`config.mk`:
```
export PLATFORM = sky130hd
export DESIGN_NAME = sobel_ctrl
export DESIGN_NICKNAME = d
export VERILOG_FILES = /design/src/hdl/sobel_pkg.sv /design/src/hdl/sobel_ctrl.sv
export SDC_FILE = /design/constraint.sdc
export NUM_CORES = 1
export LEC_CHECK = 0
export BUFFER_PORTS_ARGS = -buffer_cell sky130_fd_sc_hd__clkbuf_2
export CAP_MARGIN = 20
export CORE_AREA = 2 2 39 41
export CTS_BUF_LIST = sky130_fd_sc_hd__clkbuf_16
export CTS_CLUSTER_DIAMETER = 60
export DETAILED_ROUTE_END_ITERATION = 12
export DIE_AREA = 0 0 41 43
export PLACE_DENSITY = 0.4
export SLEW_MARGIN = 10
export SYNTH_ARGS = -nofsm -noshare
export SYNTH_HDL_FRONTEND = slang
export SYNTH_SLANG_ARGS = --single-unit
export TNS_END_PERCENT = 1
```
`constraint.sdc`:
```
create_clock -name i_clk -period 1.22 [get_ports i_clk]
set_input_delay 0.061 -clock i_clk [delete_from_list [all_inputs] [get_ports i_clk]]
set_output_delay 0.061 -clock i_clk [all_outputs]
set_load 0.02 [all_outputs]
```
`src/hdl/sobel_pkg.sv`:
```
// Shared types and constants for the RGB Sobel edge magnitude block.
// No dependencies; imported by the controller, the datapath and the top level.
package sobel_pkg;

    localparam int DEF_MAX_WIDTH  = 1024;
    localparam int DEF_MAX_HEIGHT = 1024;
    localparam int CFG_DATA_W     = 11;
    localparam int RST_WIDTH      = 640;
    localparam int RST_HEIGHT     = 480;

    localparam logic REG_FRAME_WIDTH  = 1'b0;
    localparam logic REG_FRAME_HEIGHT = 1'b1;

    localparam logic CMD_PIXEL = 1'b0;
    localparam logic CMD_DRAIN = 1'b1;

    typedef struct packed {
        logic       command;
        logic [7:0] pixel_red;
        logic [7:0] pixel_green;
        logic [7:0] pixel_blue;
    } t_in_item;

    typedef struct packed {
        logic [7:0] edge_red;
        logic [7:0] edge_green;
        logic [7:0] edge_blue;
        logic       end_of_row;
        logic       end_of_frame;
    } t_out_item;

    typedef enum logic [2:0] {
        ST_IDLE,
        ST_SHIFT,
        ST_GRAD,
        ST_SQUARE,
        ST_SUM,
        ST_ROOT,
        ST_EMIT
    } t_state;

    typedef struct packed {
        logic capture;
        logic shift;
        logic grad;
        logic square;
        logic sum;
        logic root_init;
        logic root_step;
        logic load_out;
    } t_ctrl_cmd;

    typedef struct packed {
        logic produce;
        logic root_last;
        logic out_free;
    } t_ctrl_status;

endpackage

```
`src/hdl/sobel_ctrl.sv`:
```
// Sequencing state machine for the Sobel block.
// Depends on sobel_pkg for the state type and the command/status structs.
module sobel_ctrl
    import sobel_pkg::*;
(
    input  logic         i_clk,
    input  logic         i_rst_n,
    input  logic         i_in_valid,
    output logic         o_in_ready,
    input  t_ctrl_status i_status,
    output t_ctrl_cmd    o_cmd
);

    t_state r_state;
    t_state n_state;

    always_ff @(posedge i_clk) begin
        if (!i_rst_n) begin
            r_state <= ST_IDLE;
        end else begin
            r_state <= n_state;
        end
    end

    always_comb begin
        n_state    = r_state;
        o_cmd      = '0;
        o_in_ready = 1'b0;
        unique case (r_state)
            ST_IDLE: begin
                o_in_ready = 1'b1;
                if (i_in_valid) begin
                    o_cmd.capture = 1'b1;
                    n_state       = ST_SHIFT;
                end
            end
            ST_SHIFT: begin
                o_cmd.shift = 1'b1;
                n_state     = i_status.produce ? ST_GRAD : ST_IDLE;
            end
            ST_GRAD: begin
                o_cmd.grad = 1'b1;
                n_state    = ST_SQUARE;
            end
            ST_SQUARE: begin
                o_cmd.square = 1'b1;
                n_state      = ST_SUM;
            end
            ST_SUM: begin
                o_cmd.sum       = 1'b1;
                o_cmd.root_init = 1'b1;
                n_state         = ST_ROOT;
            end
            ST_ROOT: begin
                o_cmd.root_step = 1'b1;
                if (i_status.root_last) begin
                    n_state = ST_EMIT;
                end
            end
            ST_EMIT: begin
                if (i_status.out_free) begin
                    o_cmd.load_out = 1'b1;
                    n_state        = ST_IDLE;
                end
            end
            default: begin
                n_state = ST_IDLE;
            end
        endcase
    end

endmodule

```
# After elaboration in Yosys (flattened, before gate mapping)
# Cells that the tools add are included.
[totals]
ff_bits = 3
input_bits = 6
[classes]
n_eq_ne = 9
n_mux = 15
reduce_logical = 2
[op_table]
columns = ["cell", "n"]
rows = [
  ["one-hot mux 3 bit (7 select lines)", 1],
  ["== test 3 bit, second input constant", 3],
  ["two-way mux 1 bit", 9],
  ["two-way mux 3 bit", 3],
  ["== test 3 x 2 -> 1 bit, second input constant", 2],
  ["inequality test 2 bit, second input constant", 3],
  ["two-way mux 2 bit", 2],
  ["== test 3 x 1 -> 1 bit, second input constant", 1],
  ["zero test 3 bit", 1],
  ["AND reduction 3 bit", 1],
]

# Longest topological paths before layout
[logic_depth]
word_depth = 3
ltp_mapped = 4
depth_no_buf = 3

# Least setup slack after synthesis
# Ideal clock, no wire load.
[synth_timing]
kind = "flip-flop to output port"
start = "reg r_state[0]"
end = "out o_cmd[7] (netlist name)"
arrival_time_ns = 1.306
required_ns = 1.159
path_slack_ns = -0.147
path_stages_with_launch = 4
path_buffers = 1
cell_sequence = "dfxtp_1 > buf_2 > nor3_1 > and2_1"
[synth_lines]
columns = ["element", "line_no", "text"]
rows = [
  ["start: declaration", "sobel_ctrl.sv:14", "t_state r_state;"],
  ["start signal: assignment", "sobel_ctrl.sv:21", "r_state <= n_state;"],
  ["end: declaration", "sobel_ctrl.sv:11", "output t_ctrl_cmd o_cmd"],
]

==> impl_metrics.csv <==
group,metric,value,unit
sta,fin_crit_sh,95.68,%
pwr,seqPwrFrac,16.4,%
cts,ctsHoldBuffers,0,
pwr,p_leak,0.1992,nW
route,dr.first_iter.drc_count,2,
job,cap_violations,0,
setup_path,critPathCaptureType,"output pin",
min_path,min_path_type,"input port to register",
placed_design,io_buffers,14,
cts,cts.htree.levels,1,
pwr,comb_power_share,18.9,%
min_path,holdCritStartpoint,"i_rst_n",
global_route,grt_overflow,0,
sta,hold_violations,0,
run_status,outcome,"finished, final reports clean",
floorplan,initial_core_util,17.00,%
placed_design,dpl.hpwl,482.2,um
route,met1Wirelength,229,um
yosys,syn-num-nets,39,
route,via_count,273,
floorplan,num_rows,14,
yosys,yosys.cell_types.count,15,
pwr,swShare,22.99,%
sta,clock.fmax,0.8566,GHz
setup_path,r2r-end,"r_state[1]",
cts,cts_setup_buffers,0,
finish,layout_commonest_cell,"clkbuf_2",
global_route,gr-usage-all-layers,8.225,%
floorplan,fp.coreArea,0.001384,mm^2
yosys,synth_area_leader_cell,"dfxtp_1",
route,drc_errors,0,
route,wl_per_cell,8.561,um
setup_path,arrival,1.11,ns
global_route,antenna_found_initial,0,
cts,clockRootBuffer,"clkbuf_16",
pwr,intPower,0.5990,mW
route,wl_met2,276,um
floorplan,dieArea,0.001763,mm^2
yosys,ys_top_cells_by_area,"dfxtp_1 (26%), nor2_1 (11%), o2111a_1 (9.6%)",
setup_path,reg2reg_from,"r_state[2]",
setup_path,required,1.16,ns
finish,antenna_cells,0,
sta,rsz0062_at_grt,"yes",
setup_path,worst-r2r-setup-slack,0.14,ns
cts,cts_num_sinks,3,
sta,finalSetupTns,0,ns
pwr,p_sw,0.1788,mW
sta,setup_viol,0,
finish,final_area,417.9,um^2
cts,clockBufferDepth,2,
cts,clk_pin_slew,0.03,ns
pwr,ir_drop,0.7723,mV
setup_path,start_kind,"register",
route,wirelength,565,um
route,postRouteAntennaNets,0,
finish,seq_area,63.81,um^2
finish,largest_register_ffs,3,
placed_design,place_congestion,0.6027,
yosys,yosysSeqAreaShare,25.53,%
sta,holdWs,0.08716,ns
setup_path,worst-setup-path-type,"register to output pin",
pwr,p_per_area,1861,mW/mm^2
global_route,grt_pass1_wl,897,um
route,wl_met3,59,um
finish,syn_to_final_growth,77.66,%
setup_path,crit_path_start,"r_state[0]",
yosys,synth_top_area_share,25.53,%
global_route,grt_pass1_vias,243,
sta,max-slew-margin-rel,89.17,%
sta,skew,0.001102,ns
cts,cts_tree,"yes",
route,drt_pass1_iterations,4,
sta,maxSlewViolCount,0,
finish,n_fill_cell,162,
yosys,syn_inst,33,
min_path,holdPathEnd,"r_state[2]",
cts,numCtsBuffers,3,
yosys,yosysWarnings,0,
floorplan,num_io_pins,15,
pwr,power_frac_clock,64.7,%
sta,fin_crit,1.167,ns
min_path,hold_depth,2,
global_route,grt_max_degree,8,
placed_design,place_area,322.8,um^2
yosys,syn_area_per_cell,7.128,um^2
finish,drive_gt1_share,54.00,%
route,vias_per_cell,4.136,
finish,multi_input_area,163.9,um^2
setup_path,worst-path-max-fanout,6,
finish,final_cell_mix,"clkbuf_2 (12), nor2_1 (7), nand2_1 (4)",
route,routed.top_layer,"met3",
cts,clkLatencyLatePin,0.22,ns
finish,nets,57,
yosys,syn-cell-area,235.2,um^2
floorplan,die_y,43,um
floorplan,fp.dieW,41,um
setup_path,r2r_cells,3,
sta,worst_pin_slew,0.1618,ns
yosys,ys_ff_latch,3,
finish,regMostFlops,"r_state",
finish,reg.largest.list,"r_state (3)",
## per-stage QoR
stage               cells  setup slack, ns  util, %  total power [mW]
floorplan              33          -0.1468        -            0.2216
global placement       62          0.08045    23.33            0.2731
detailed placement     62          0.09996    23.33            0.2698
CTS                    66          0.03285    29.84            0.7903
global route           66        -0.009284    30.20            0.8226
finish                 66          0.05265    30.20            0.7778
## worst max-delay path by stage
stage            endpoint  slack [ns]
2_1_floorplan    o_cmd[7]       -0.15
6_report         o_cmd[4]        0.05
5_1_grt          o_cmd[7]      -0.009
3_5_place_dp   r_state[1]         0.1
3_3_place_gp   r_state[1]        0.08
4_1_cts          o_cmd[7]        0.03
## synthesized netlist by cell type, drive strengths merged
master and instances:
nor2 7, o21a 2, nand2b 2, buf 3
nor3 4, o2111a 2, and2 2, inv 1
and3 1, o2bb2ai 1, nand2 4, or3 1
dfxtp 3
## final cells by class
type	instances	share of cell area (%)
multi-input combinational	26	39.22
clock buffer	3	17.96
timing repair buffer	16	20.96
clock inverter	1	0.8982
sequential	3	15.27
tap	16	4.790
inverter	1	0.8982
## critical path, cell delays in order (launching register included)
cell	delay [ns]
dfxtp_2	0.38
buf_4	0.16
and3_2	0.18
clkbuf_2	0.16
## power groups by stage
stage	Combinational, mW	Sequential [mW]	Clock, mW
3_5_place_dp	0.145	0.125	0
6_report	0.147	0.127	0.503
5_1_grt	0.165	0.129	0.528
4_1_cts	0.148	0.126	0.516
2_1_floorplan	0.109	0.113	0
3_3_place_gp	0.146	0.127	0
## logic make-up after synthesis
family          Yosys count  synth area share [%]
compound gates            5                 19.68
buf+inv                   4                 9.042
simple gates             21                 45.75
flops                     3                 25.53
## layer usage
metal / global-route usage, % / up-vias
met5: 0 / -
met4: 6.000 / 0
met3: 6.283 / 0
met2: 12.81 / 11
met1: 6.410 / 116
li1: - / 146
## repair_timing
item | 4_1_cts | 5_1_grt
gates resized for setup | 5 | 2
gates cloned | 0 | 0
setup endpoints to repair | 3 | 1
No activity file was read; power rests on OpenSTA's default activity.
